File: src/sv/box_blur_3x3_edge_mean_unit_macros.svh
// Assertion macros shared by the box blur RTL.
// Included by modules that carry concurrent checks; needs no other file.
`ifndef BOX_BLUR_3X3_EDGE_MEAN_UNIT_MACROS_SVH
`define BOX_BLUR_3X3_EDGE_MEAN_UNIT_MACROS_SVH

`ifndef SYNTHESIS

// same-cycle implication, disabled during reset
`define BBEM_ASSERT_NOW(label, clk, rst, ante, cons, msg) \
  label: assert property (@(posedge clk) disable iff (rst) (ante) |-> (cons)) \
    else $error(msg);

// next-cycle implication, disabled during reset
`define BBEM_ASSERT_NEXT(label, clk, rst, ante, cons, msg) \
  label: assert property (@(posedge clk) disable iff (rst) (ante) |=> (cons)) \
    else $error(msg);

`else

`define BBEM_ASSERT_NOW(label, clk, rst, ante, cons, msg)
`define BBEM_ASSERT_NEXT(label, clk, rst, ante, cons, msg)

`endif

`endif

File: src/sv/bbem_pkg.sv
// Package for the 3x3 box blur: frame geometry, widths, codes and the
// constant-reciprocal mean divider. No dependencies.
package bbem_pkg;

  // frame geometry
  localparam int FRAME_WIDTH  = 32;
  localparam int FRAME_HEIGHT = 32;
  localparam int COL_W = (FRAME_WIDTH  > 2) ? $clog2(FRAME_WIDTH)  : 1;
  localparam int ROW_W = (FRAME_HEIGHT > 2) ? $clog2(FRAME_HEIGHT) : 1;

  // payload widths
  localparam int PIX_W = 8;
  localparam int POS_W = 5;
  localparam int SUM_W = PIX_W + 4;   // nine pixels
  localparam int CNT_W = 4;

  // neighbour counts: corner, edge, interior
  localparam logic [CNT_W-1:0] CNT_CORNER = 4'd4;
  localparam logic [CNT_W-1:0] CNT_EDGE   = 4'd6;
  localparam logic [CNT_W-1:0] CNT_FULL   = 4'd9;

  // floor(s/n) = (s * ceil(2^k/n)) >> k, exact for s below 2^k / error
  localparam int CORNER_SHIFT = 2;
  localparam int RECIP_SHIFT  = 15;
  localparam int RECIP_W      = 13;
  localparam logic [RECIP_W-1:0] RECIP_EDGE = 13'd5462;
  localparam logic [RECIP_W-1:0] RECIP_FULL = 13'd3641;
  localparam int PROD_W = SUM_W + RECIP_W;

  // line store entry: rows r-2 and r-1 of one column
  typedef struct packed {
    logic [PIX_W-1:0] upper;
    logic [PIX_W-1:0] middle;
  } line_pair_t;

  typedef enum logic [1:0] {
    S_IDLE,
    S_LOAD,
    S_SUM,
    S_DIV
  } bbem_state_t;

  // floor of sum / cnt for the three neighbour counts
  function automatic logic [PIX_W-1:0] mean_div(input logic [SUM_W-1:0] sum,
                                                input logic [CNT_W-1:0] cnt);
    logic [PROD_W-1:0] prod;
    logic [PIX_W-1:0]  q;
    prod = '0;
    q    = '0;
    case (cnt)
      CNT_CORNER: begin
        q = PIX_W'(sum >> CORNER_SHIFT);
      end
      CNT_EDGE: begin
        prod = PROD_W'(sum) * PROD_W'(RECIP_EDGE);
        q    = prod[RECIP_SHIFT +: PIX_W];
      end
      default: begin
        prod = PROD_W'(sum) * PROD_W'(RECIP_FULL);
        q    = prod[RECIP_SHIFT +: PIX_W];
      end
    endcase
    return q;
  endfunction

endpackage

File: src/sv/bbem_if.sv
// Valid/ready channel interfaces for the box blur: pixel input and results.
// Depends on bbem_pkg.
interface bbem_pix_if
  import bbem_pkg::*;
();
  logic             valid;
  logic             ready;
  logic [PIX_W-1:0] pixel_in;

  modport source (output valid, output pixel_in, input ready);
  modport sink   (input valid, input pixel_in, output ready);
endinterface

interface bbem_res_if
  import bbem_pkg::*;
();
  logic             valid;
  logic             ready;
  logic [PIX_W-1:0] pixel_out;
  logic [POS_W-1:0] out_row;
  logic [POS_W-1:0] out_col;
  logic             run_last;

  modport source (output valid, output pixel_out, output out_row, output out_col,
                  output run_last, input ready);
  modport sink   (input valid, input pixel_out, input out_row, input out_col,
                  input run_last, output ready);
endinterface

File: src/sv/bbem_ram.sv
// Generic single-port-write, single-port-read RAM with registered read.
// No dependencies.
module bbem_ram #(
  parameter int WIDTH = 8,
  parameter int DEPTH = 32
) (
  input  logic                     clk,
  input  logic                     we,
  input  logic [$clog2(DEPTH)-1:0] waddr,
  input  logic [WIDTH-1:0]         wdata,
  input  logic                     re,
  input  logic [$clog2(DEPTH)-1:0] raddr,
  output logic [WIDTH-1:0]         rdata
);

  logic [WIDTH-1:0] mem [DEPTH];

  // write port and registered read port
  always_ff @(posedge clk) begin
    if (we) begin
      mem[waddr] <= wdata;
    end
    if (re) begin
      rdata <= mem[raddr];
    end
  end

endmodule

File: src/sv/box_blur_3x3_edge_mean_unit.sv
// Channel   | Dir | Payload                                    | Handshake
// ----------+-----+--------------------------------------------+-------------
// pixels    | in  | pixel_in[7:0]                              | valid/ready
// results   | out | pixel_out[7:0] out_row[4:0] out_col[4:0]   | valid/ready
//           |     | run_last                                   |
//
// One pixel at a time: a pixel passes S_IDLE and S_LOAD, then S_SUM and
// S_DIV once per result it yields (n up to 4); S_DIV holds while the output
// register is full. The pace is set by the read-modify-write of the line
// store RAM and the single shared sum/divide unit, one result at a time.
// A waiting result sits in the output register; a new pixel is still taken.
// Reset clears counters, window and control; the line store is not cleared.
// Depends on bbem_pkg, bbem_if, bbem_ram and the assertion macro header.
`include "box_blur_3x3_edge_mean_unit_macros.svh"

module box_blur_3x3_edge_mean_unit
  import bbem_pkg::*;
(
  input  logic          clk,
  input  logic          rst,
  bbem_pix_if.sink      pixels,
  bbem_res_if.source    results
);

  bbem_state_t state, state_next;

  // position of the next input pixel
  logic [ROW_W-1:0] row_count;
  logic [COL_W-1:0] col_count;

  // pixel being worked on and its position
  logic [PIX_W-1:0] px_q;
  logic [ROW_W-1:0] r_q;
  logic [COL_W-1:0] c_q;
  logic             last_row_q;

  // 3x3 window, [row][col], column 2 is newest
  logic [PIX_W-1:0] win [3][3];

  // pending results: centre (1,1) (1,2) (2,1) (2,2) in emission order
  logic [3:0] pend;

  // sum stage registers
  logic [SUM_W-1:0] sum_q;
  logic [CNT_W-1:0] cnt_q;
  logic [POS_W-1:0] tag_row_q;
  logic [POS_W-1:0] tag_col_q;
  logic             last_q;

  // output register
  logic             out_valid;
  logic [PIX_W-1:0] out_pix;
  logic [POS_W-1:0] out_row_q;
  logic [POS_W-1:0] out_col_q;
  logic             out_last;

  // line store RAM
  logic             ram_we;
  logic             ram_re;
  line_pair_t       ram_wdata;
  logic [2*PIX_W-1:0] ram_rdata;
  line_pair_t       rd_pair;

  logic in_fire;
  logic out_free;
  logic last_col_in;
  logic last_row_in;

  // sum unit signals
  logic [1:0]       sel;
  logic [3:0]       pend_rest;
  logic [2:0]       rv;
  logic [2:0]       cv;
  logic [SUM_W-1:0] sum_next;
  logic [CNT_W-1:0] cnt_next;
  logic [3:0]       pend_load;

  assign in_fire  = pixels.valid && pixels.ready;
  assign out_free = !out_valid || results.ready;
  assign rd_pair  = line_pair_t'(ram_rdata);

  assign last_col_in = (col_count == COL_W'(FRAME_WIDTH - 1));
  assign last_row_in = (row_count == ROW_W'(FRAME_HEIGHT - 1));

  bbem_ram #(
    .WIDTH ($bits(line_pair_t)),
    .DEPTH (FRAME_WIDTH)
  ) u_line_ram (
    .clk   (clk),
    .we    (ram_we),
    .waddr (c_q),
    .wdata (ram_wdata),
    .re    (ram_re),
    .raddr (col_count),
    .rdata (ram_rdata)
  );

  // line store shifts up one row in the column just read
  assign ram_wdata.upper  = rd_pair.middle;
  assign ram_wdata.middle = px_q;

  // state register
  always_ff @(posedge clk) begin
    if (rst) begin
      state <= S_IDLE;
    end else begin
      state <= state_next;
    end
  end

  // next state and control
  always_comb begin
    state_next   = state;
    pixels.ready = 1'b0;
    ram_re       = 1'b0;
    ram_we       = 1'b0;
    case (state)
      S_IDLE: begin
        pixels.ready = 1'b1;
        ram_re       = pixels.valid;
        if (pixels.valid) begin
          state_next = S_LOAD;
        end
      end
      S_LOAD: begin
        ram_we     = 1'b1;
        state_next = (pend_load != 4'b0000) ? S_SUM : S_IDLE;
      end
      S_SUM: begin
        state_next = S_DIV;
      end
      S_DIV: begin
        if (out_free) begin
          state_next = (pend != 4'b0000) ? S_SUM : S_IDLE;
        end
      end
      default: begin
        state_next = S_IDLE;
      end
    endcase
  end

  // results owed by the pixel in hand
  assign last_row_q = (r_q == ROW_W'(FRAME_HEIGHT - 1));

  assign pend_load = {
    last_row_q && (c_q == COL_W'(FRAME_WIDTH - 1)),
    last_row_q && (c_q != '0),
    (r_q != '0) && (c_q == COL_W'(FRAME_WIDTH - 1)),
    (r_q != '0) && (c_q != '0)
  };

  // pick the next result and sum its in-frame neighbours
  always_comb begin
    sel = 2'd3;
    if (pend[0]) begin
      sel = 2'd0;
    end else if (pend[1]) begin
      sel = 2'd1;
    end else if (pend[2]) begin
      sel = 2'd2;
    end
    pend_rest = pend & ~(4'b0001 << sel);
    // window rows/columns that fall inside the frame
    rv = {1'b1, r_q != '0, r_q > ROW_W'(1)};
    cv = {1'b1, c_q != '0, c_q > COL_W'(1)};
    // a centre on window row/col 2 drops row/col 0
    if (sel[1]) begin
      rv[0] = 1'b0;
    end
    if (sel[0]) begin
      cv[0] = 1'b0;
    end
    sum_next = '0;
    cnt_next = '0;
    for (int i = 0; i < 3; i++) begin
      for (int j = 0; j < 3; j++) begin
        if (rv[i] && cv[j]) begin
          sum_next = sum_next + SUM_W'(win[i][j]);
          cnt_next = cnt_next + CNT_W'(1);
        end
      end
    end
  end

  // counters, window, and datapath registers
  always_ff @(posedge clk) begin
    if (rst) begin
      row_count <= '0;
      col_count <= '0;
      pend      <= '0;
      for (int i = 0; i < 3; i++) begin
        for (int j = 0; j < 3; j++) begin
          win[i][j] <= '0;
        end
      end
    end else begin
      if (in_fire) begin
        if (last_col_in) begin
          col_count <= '0;
          row_count <= last_row_in ? '0 : row_count + ROW_W'(1);
        end else begin
          col_count <= col_count + COL_W'(1);
        end
      end
      if (state == S_LOAD) begin
        for (int i = 0; i < 3; i++) begin
          win[i][0] <= win[i][1];
          win[i][1] <= win[i][2];
        end
        win[0][2] <= rd_pair.upper;
        win[1][2] <= rd_pair.middle;
        win[2][2] <= px_q;
        pend      <= pend_load;
      end
      if (state == S_SUM) begin
        pend <= pend_rest;
      end
    end
  end

  // captured pixel and sum stage payload
  always_ff @(posedge clk) begin
    if (in_fire) begin
      px_q <= pixels.pixel_in;
      r_q  <= row_count;
      c_q  <= col_count;
    end
    if (state == S_SUM) begin
      sum_q     <= sum_next;
      cnt_q     <= cnt_next;
      tag_row_q <= POS_W'(sel[1] ? r_q : r_q - ROW_W'(1));
      tag_col_q <= POS_W'(sel[0] ? c_q : c_q - COL_W'(1));
      last_q    <= (pend_rest == 4'b0000);
    end
  end

  // output register
  always_ff @(posedge clk) begin
    if (rst) begin
      out_valid <= 1'b0;
    end else if (state == S_DIV && out_free) begin
      out_valid <= 1'b1;
    end else if (results.ready) begin
      out_valid <= 1'b0;
    end
  end

  always_ff @(posedge clk) begin
    if (state == S_DIV && out_free) begin
      out_pix   <= mean_div(sum_q, cnt_q);
      out_row_q <= tag_row_q;
      out_col_q <= tag_col_q;
      out_last  <= last_q;
    end
  end

  assign results.valid     = out_valid;
  assign results.pixel_out = out_pix;
  assign results.out_row   = out_row_q;
  assign results.out_col   = out_col_q;
  assign results.run_last  = out_last;

  // checks
  `BBEM_ASSERT_NOW(a_cnt_legal, clk, rst, state == S_DIV, cnt_q == CNT_CORNER || cnt_q == CNT_EDGE || cnt_q == CNT_FULL, "neighbour count not 4 6 or 9")
  `BBEM_ASSERT_NOW(a_last_drains, clk, rst, state == S_DIV && last_q, pend == 4'b0000, "run end flagged with results pending")
  `BBEM_ASSERT_NOW(a_rise_from_div, clk, rst, $rose(out_valid), $past(state == S_DIV), "result appeared without divide step")
  `BBEM_ASSERT_NEXT(a_accept_loads, clk, rst, in_fire, state == S_LOAD && !ram_re, "accepted pixel not followed by line store update")
  `BBEM_ASSERT_NOW(a_col_range, clk, rst, 1'b1, 32'(col_count) < FRAME_WIDTH, "column counter out of frame")

endmodule

File: src/flat_wrapper.sv
// flat-port wrapper written by rule: the top's interface ports become plain ports
module box_blur_3x3_edge_mean_unit_flat import bbem_pkg::*;
  (clk, rst, pixels_valid, pixels_pixel_in, pixels_ready, results_valid, results_pixel_out, results_out_row, results_out_col, results_run_last, results_ready);
  bbem_pix_if pixels_i ();
  bbem_res_if results_i ();
  input  logic clk;
  input  logic rst;
  input wire logic [$bits(pixels_i.valid)-1:0] pixels_valid;
  input wire logic [$bits(pixels_i.pixel_in)-1:0] pixels_pixel_in;
  output wire logic [$bits(pixels_i.ready)-1:0] pixels_ready;
  output wire logic [$bits(results_i.valid)-1:0] results_valid;
  output wire logic [$bits(results_i.pixel_out)-1:0] results_pixel_out;
  output wire logic [$bits(results_i.out_row)-1:0] results_out_row;
  output wire logic [$bits(results_i.out_col)-1:0] results_out_col;
  output wire logic [$bits(results_i.run_last)-1:0] results_run_last;
  input wire logic [$bits(results_i.ready)-1:0] results_ready;
  assign pixels_i.valid = pixels_valid;
  assign pixels_i.pixel_in = pixels_pixel_in;
  assign pixels_ready = pixels_i.ready;
  assign results_valid = results_i.valid;
  assign results_pixel_out = results_i.pixel_out;
  assign results_out_row = results_i.out_row;
  assign results_out_col = results_i.out_col;
  assign results_run_last = results_i.run_last;
  assign results_i.ready = results_ready;
  box_blur_3x3_edge_mean_unit u_core (.clk(clk), .rst(rst), .pixels(pixels_i), .results(results_i));
endmodule
File: config.mk
export PLATFORM = sky130hd
export DESIGN_NAME = box_blur_3x3_edge_mean_unit_flat
export DESIGN_NICKNAME = d
export VERILOG_FILES = /design/src/sv/bbem_pkg.sv /design/src/sv/bbem_if.sv /design/src/sv/bbem_ram.sv /design/src/sv/box_blur_3x3_edge_mean_unit.sv /design/src/flat_wrapper.sv
export VERILOG_INCLUDE_DIRS = /design/src /design/src/sv
export SDC_FILE = /design/constraint.sdc
export NUM_CORES = 1
export LEC_CHECK = 0
export BUFFER_PORTS_ARGS = -buffer_cell sky130_fd_sc_hd__buf_2
export CORE_MARGIN = 1
export CORE_UTILIZATION = 25
export DETAILED_ROUTE_END_ITERATION = 16
export PLACE_DENSITY = 0.48
export RECOVER_POWER = 25
export SYNTH_ARGS = -nofsm -noshare
export SYNTH_HDL_FRONTEND = slang
export SYNTH_SLANG_ARGS = --single-unit
File: constraint.sdc
create_clock -name clk -period 8.7 [get_ports clk]
set_input_delay 0.87 -clock clk [delete_from_list [all_inputs] [get_ports clk]]
set_output_delay 0.87 -clock clk [all_outputs]
set_load 0.005 [all_outputs]
### Word-level counts from Yosys, hierarchy flattened

Memory sizes are Yosys's and may differ from the RTL's. A register that Yosys moved wholly into a read port is not among the register bits.
Index checks and enable logic that the tools add are counted.

| word-level totals | value |
|---|---|
| register bits | 81 |
| RAM bits | 584 |
| input bits | 12 |
| output and inout port bits | 21 |
| logic and storage cells | 140 |
| memories kept | 2 |

Memory list:

| memory | depth | width | rd ports | clocked after Yosys merged registers in | wr ports | RTL line | RTL |
|---|---|---|---|---|---|---|---|
| u_core.u_line_ram.mem | 32 | 16 | 1 | 1 | 1 | bbem_ram.sv:16 | `logic [WIDTH-1:0] mem [DEPTH];` |
| u_core.win | 3 | 24 | 3 | 0 | 3 | box_blur_3x3_edge_mean_unit.sv:38 | `logic [PIX_W-1:0] win [3][3];` |

| cells by class | value |
|---|---|
| add/sub/neg operators | 20 |
| multiply operators | 2 |
| order comparisons | 2 |
| equality and inequality tests | 11 |
| shifts and indexed selects | 1 |
| multiplexer cells | 53 |
| bitwise gates (word level) | 11 |
| reduce and logical (&&, ||, !) cells | 21 |

Operators with widths:

| operator | count |
|---|---|
| adder 12 x 8 -> 12 bit | 7 |
| two-way mux 12 bit | 7 |
| two-way mux 8 bit | 10 |
| two-way mux 4 bit | 9 |
| adder 4 x 1 -> 4 bit, second input constant | 7 |
| multiplier 12 x 12 -> 23 bit, second input constant | 1 |
| multiplier 12 x 12 -> 22 bit, second input constant | 1 |
| == test 5 bit, second input constant | 4 |
| two-way mux 5 bit | 4 |
| case mux 8 bit (2 select lines) | 1 |
| two-way mux 1 bit | 15 |
| two-way mux 2 bit | 6 |
| adder 5 x 1 -> 5 bit, second input constant | 2 |
| > comparator 5 x 1 -> 1 bit, second input constant | 2 |
| nonzero test 5 bit | 2 |
| subtractor 5 x 1 -> 5 bit, second input constant | 2 |
| adder 8 x 8 -> 9 bit | 1 |
| logical AND 1 bit | 9 |
| OR 1 bit | 9 |
| == test 4 x 3 -> 1 bit, second input constant | 2 |
| case mux 2 bit (4 select lines) | 1 |
| nonzero test 4 bit | 2 |
| AND 4 bit | 1 |
| == test 2 bit, second input constant | 2 |
| other kinds (12) | 14 |

### Longest topological paths before layout

| depth | value |
|---|---|
| depth in word-level cells | 21 |
| mapped depth | 53 |
| mapped depth without buffers | 52 |

### Modules after synthesis

From an unflattened synthesis, not the netlist that was laid out.

| unflattened totals | value |
|---|---|
| cell total of the unflattened synthesis | 2,575 |
| area, all modules | 35,013.6 sq um |

Modules (own cells, without submodules):

| module | instances | cells each | area an instance (sq um) |
|---|---|---|---|
| bbem_ram | 1 | 1,143 | 20,694.8 |
| box_blur_3x3_edge_mean_unit | 1 | 1,432 | 14,318.7 |

### Worst setup path after synthesis

Ideal clock, no wire load.

| timing | value |
|---|---|
| path type | reg2reg |
| start point | reg u_core.c_q[0] |
| end point | reg u_core.sum_q[11] (data pin) |
| arrival | 9.205 ns |
| required time | 8.438 ns |
| slack | -0.767 ns |
| stages on the path, launching flop included | 53 |
| period minus slack after synthesis | 9.467 ns |
| path through | edfxtp_1 -> ha_1 -> o21bai_2 -> a221oi_2 -> clkbuf_1 -> and2_1 -> ha_1 -> inv_1 -> fa_1 -> nand2b_1 -> nand3_1 -> xnor2_1 -> nor2_1 -> ha_1 -> a21o_1 -> a21oi_1 -> xnor2_1 -> nand2_1 -> (+17 left out) -> inv_1 -> ha_1 -> or3_1 -> o21ai_0 -> a21oi_1 -> a21oi_1 -> xnor2_1 -> mux2_2 -> ha_1 -> xor2_1 -> a21oi_1 -> ha_1 -> a21oi_1 -> or3_1 -> nand3b_4 -> a31oi_2 -> xor2_1 -> o22ai_1 |

| between the ends | value |
|---|---|
| longest elaborated chain between the ends | 19 |
| elaborated cells on any way between the ends | 23 |
| classes of those cells | add/sub: 8; order compare: 1; mux: 9; reduce/logical: 5 |

Ends and longest elaborated chain:

| item | RTL line | RTL |
|---|---|---|
| from (decl) | box_blur_3x3_edge_mean_unit.sv:34 | `logic [COL_W-1:0] c_q;` |
| from (signal assigned) | box_blur_3x3_edge_mean_unit.sv:227 | `c_q <= col_count;` |
| > comparator 5 x 1 -> 1 bit | box_blur_3x3_edge_mean_unit.sv:166 | `cv = {1'b1, c_q != '0, c_q > COL_W'(1)};` |
| two-way mux 1 bit | box_blur_3x3_edge_mean_unit.sv:171 | `if (sel[0]) begin` |
| logical AND 1 bit | box_blur_3x3_edge_mean_unit.sv:178 | `if (rv[i] && cv[j]) begin` |
| two-way mux 8 bit | box_blur_3x3_edge_mean_unit.sv:178 |  |
| adder 8 x 8 -> 9 bit | box_blur_3x3_edge_mean_unit.sv:179 | `sum_next = sum_next + SUM_W'(win[i][j]);` |
| two-way mux 12 bit | box_blur_3x3_edge_mean_unit.sv:178 |  |
| adder 12 x 8 -> 12 bit | box_blur_3x3_edge_mean_unit.sv:179 |  |
| two-way mux 12 bit | box_blur_3x3_edge_mean_unit.sv:178 |  |
| (+4 left out) | -- |  |
| adder 12 x 8 -> 12 bit | box_blur_3x3_edge_mean_unit.sv:179 |  |
| two-way mux 12 bit | box_blur_3x3_edge_mean_unit.sv:178 |  |
| adder 12 x 8 -> 12 bit | box_blur_3x3_edge_mean_unit.sv:179 |  |
| two-way mux 12 bit | box_blur_3x3_edge_mean_unit.sv:178 |  |
| adder 12 x 8 -> 12 bit | box_blur_3x3_edge_mean_unit.sv:179 |  |
| two-way mux 12 bit * | box_blur_3x3_edge_mean_unit.sv:178 |  |
| adder 12 x 8 -> 12 bit * | box_blur_3x3_edge_mean_unit.sv:179 |  |
| net u_core.sum_next[11] | box_blur_3x3_edge_mean_unit.sv:74 | `logic [SUM_W-1:0] sum_next;` |
| to (signal assigned) | box_blur_3x3_edge_mean_unit.sv:230 | `sum_q <= sum_next;` |
| to (decl) | box_blur_3x3_edge_mean_unit.sv:44 | `logic [SUM_W-1:0] sum_q;` |

Mark *: on every way through the listed nets, which the timed path passes. The rest lies on a longest branch.
A chain may end at the register's enable or synchronous reset.

### Final worst setup path

Ends and elaborated chain as after synthesis.

==> flow_summary_export.csv <==
group,metric,value,unit
run_status,violations,"max-capacitance violations, max-slew violations, negative setup slack",
synthesis,synth-seq-cells,681,
detailed_routing,vias,19123,
setup_path,rr_worst_depth,50,
place,placed_cells,4143,
global_routing,grt_pass1_vias,20492,
setup_path,start_kind,"register",
finish,antenna_cells,0,
finish,layout-drive-gt1-share,0.269,
clocking,cts_buffers,73,
power,power.density,286,mW/mm²
die,num_io_pins,33,
sta,fin_ws,-0.320,ns
detailed_routing,wl,82700,µm
sta,drv_slew,76,
setup_path,cp_slowest_stage_delay,0.43,ns
finish,syn_to_final_growth,19.9,%
sta,rsz0062_at_grt,"yes",
global_routing,grt_start_max_net_pins,67,
synthesis,syn_inst,2212,
synthesis,syn-num-nets,2527,
synthesis,ys_types,77,
sta,period_minus_slack,9.02,ns
synthesis,synth-async-reset-ratio,0,
synthesis,ys_seq_area_frac,0.592,
setup_path,critPathKind,"register to register",
clocking,clk_latency,0.64,ns
sta,maxSlewHeadroom,-1.52,
die,die_y,372,µm
synthesis,ys.warnings.count,0,
job,max_cap_violations,2,
finish,nNetsFinal,2779,
sta,hold_violations,0,
detailed_routing,viasPerCell,4.45,
sta,skew,0.0275,ns
setup_path,rrSetupSlack,-0.32,ns
setup_path,critical_path_arrival,9.40,ns
detailed_routing,drtIter0Drc,1357,
sta,min_period_over_period,1.04,
clocking,holdBufCountCts,0,
clocking,clockBufferDepth,3,
clocking,cts_tree,"built",
clocking,clock_sinks,681,
place,post-dp-hpwl,53400,µm
sta,max_freq,0.111,GHz
min_path,min_path_cells,1,
synthesis,syn_area,0.0342,mm²
die,die-area,0.138,mm²
global_routing,grt_pass1_wl,125000,µm
setup_path,crit-reg2reg-launch,"u_core.c_q[0]",
global_routing,gr-total-overflow,0,
global_routing,antenna_found_initial,2,
finish,stdcell_count,4301,
min_path,min-delay-start,"pixels_pixel_in[5]",
run_status,outcome,"finished, violations left",
synthesis,synthFlopType,"edfxtp_1",
power,p_total,11800,µW
global_routing,grt_util_all_layers,0.120,
power,vdd_ir_drop_max,165,µV
setup_path,cp_slowest_cell,"edfxtp_1",
sta,tightest_slew,3.78,ns
setup_path,reg2reg_to,"u_core.sum_q[11]",
min_path,min_path_type,"input pin to register",
die,num_rows,135,
die,design.core.area,0.136,mm²
setup_path,crit_buf_inv,4,
power,power.leakage,0.0149,µW
synthesis,synth-edff-count,664,
detailed_routing,drcViolationCount,0,
setup_path,cpLargestDelayFamily,"compound AO/OA/AOI/OAI gates",
clocking,clock-root-buffer,"clkbuf_16",
die,initial_utilization,0.252,
sta,setup_violations,4,
detailed_routing,drtPass1Iterations,6,
setup_path,worstSetupEndpointType,"register",
setup_path,cp_max_fo,4,
setup_path,cp_data_required_time,9.08,ns
min_path,worstHoldEndpoint,"u_core.px_q[5]",
clocking,htree_levels,3,
synthesis,syn_avg_cell_area,15.5,µm²
detailed_routing,wire_per_inst,19.2,µm
place,io_buffers,32,
detailed_routing,ant_nets,0,
setup_path,crit_top_cell,"ha_4",
die,die_x,372,µm
place,routabilityCongestion,0.831,
clocking,path_clk_slew,0.06,ns
[Yosys cell counts (all sizes together) (7+ instances only)]
master	number	share of area
o31ai	8	0.0018
o21a	17	0.0037
nand2b	7	0.0013
and2	86	0.016
xnor2	58	0.015
a21oi	89	0.013
mux2i	8	0.0027
o21ai	60	0.0090
ha	226	0.083
a211oi	11	0.0028
and3	7	0.0013
fa	77	0.045
mux2	25	0.0082
nor2	123	0.014
nor2b	13	0.0024
a21o	27	0.0059
or3	7	0.0013
buf	25	0.0030
nor3	14	0.0027
nand3	19	0.0028
nand2	92	0.010
inv	204	0.022
xor2	31	0.0081
clkbuf	42	0.0046
edfxtp	664	0.58
o21bai	14	0.0032
mux4	160	0.11
dfxtp	17	0.0099
[layout make-up]
class / count / area [µm²]
timing repair buffer: 244 / 1750
clock buffer: 82 / 1860
inverter: 205 / 769
fill: 13396 / 94600
multi-input combinational: 1259 / 13700
clock inverter: 49 / 470
sequential: 681 / 20300
tap: 1781 / 2230
[power by group]
group / switching [µW] / internal [µW] / leakage [µW]
clock network: 1310 / 1760 / 0.00115
logic: 2420 / 2220 / 0.00750
registers: 177 / 3870 / 0.00626
total: 3910 / 7850 / 0.0149
[registers in the layout (all words and copies together) (netlist names), 8 cells and up]
| name | flops |
|---|---|
| u_core.px_q | 8 |
| u_core.results.pixel_out | 8 |
| u_core.sum_q | 12 |
| u_core.u_line_ram.mem | 512 |
| u_core.u_line_ram.rdata | 16 |
| u_core.win | 72 |
[stage by stage]
| stage | instance area, µm² | setup slack, ns | util | setup TNS, ns | hold WS (ns) |
|---|---|---|---|---|---|
| 3_3_place_gp | 38000 | -0.551 | 0.280 | -1.53 | 0.419 |
| 6_report | 41000 | -0.320 | 0.303 | -0.688 | 0.399 |
| 4_1_cts | 40700 | -0.322 | 0.300 | -1.12 | 0.354 |
| 2_1_floorplan | 34400 | -0.221 | - | -0.221 | 0.400 |
| 3_5_place_dp | 38000 | -0.603 | 0.280 | -1.92 | 0.408 |
| 5_1_grt | 41000 | -0.780 | 0.303 | -2.59 | 0.370 |
[kinds of logic after synthesis]
group | count (synthesis) | share of synthesized area
flip-flops | 681 | 0.592
AND/OR/NAND/NOR | 399 | 0.0587
adder cells (fa/ha/maj) | 304 | 0.128
AO/OA/AOI/OAI | 273 | 0.0512
buffers and inverters | 272 | 0.0301
multiplexers | 193 | 0.116
XOR/XNOR | 90 | 0.0237
[layout by cell type, fill, tap and decap left out, drive strengths merged, types with 4 or more instances in the layout]
| master | n |
|---|---|
| nand3 | 19 |
| mux2i | 8 |
| xnor2 | 58 |
| edfxtp | 664 |
| a21oi | 89 |
| buf | 240 |
| a211o | 4 |
| a21boi | 4 |
| or2 | 5 |
| mux2 | 25 |
| nand4 | 5 |
| clkbuf | 86 |
| mux4 | 160 |
| nand3b | 6 |
| clkinv | 37 |
| inv | 208 |
| nand2b | 7 |
| a21o | 27 |
| ha | 226 |
| o21ai | 60 |
| nor3 | 14 |
| o31ai | 8 |
| xor2 | 31 |
| nor2 | 123 |
| fa | 77 |
| o31a | 5 |
| bufinv | 7 |
| o21a | 17 |
| and2 | 86 |
| dfxtp | 17 |
| a31oi | 6 |
| and3 | 7 |
| o21bai | 14 |
| nand2 | 92 |
| a211oi | 11 |
| or3 | 7 |
| nor2b | 13 |
[how the worst max path moves through the flow]
stage | from | end | slack [ns] | cells past startpoint
2_1_floorplan | u_core.c_q[0] | u_core.sum_q[11] | -0.22 | 50
3_3_place_gp | u_core.r_q[0] | u_core.sum_q[11] | -0.55 | 47
3_5_place_dp | u_core.r_q[0] | u_core.sum_q[11] | -0.60 | 47
4_1_cts | u_core.c_q[0] | u_core.sum_q[11] | -0.32 | 50
5_1_grt | u_core.c_q[0] | u_core.sum_q[11] | -0.78 | 49
6_report | u_core.c_q[0] | u_core.sum_q[11] | -0.32 | 50
[layer usage]
metal  global-route usage  wire (µm)
met5                    0          0
met4               0.0341       1760
met3               0.0204       3280
met2                0.203      40300
met1                0.158      37400
[repair_timing]
item,CTS,global route
pin swaps,64,62
gates resized for setup,59,50
endpoints found under the setup margin,4,6
cloned,0,0
buffers inserted,17,13
(Power assumes the default switching activity.)
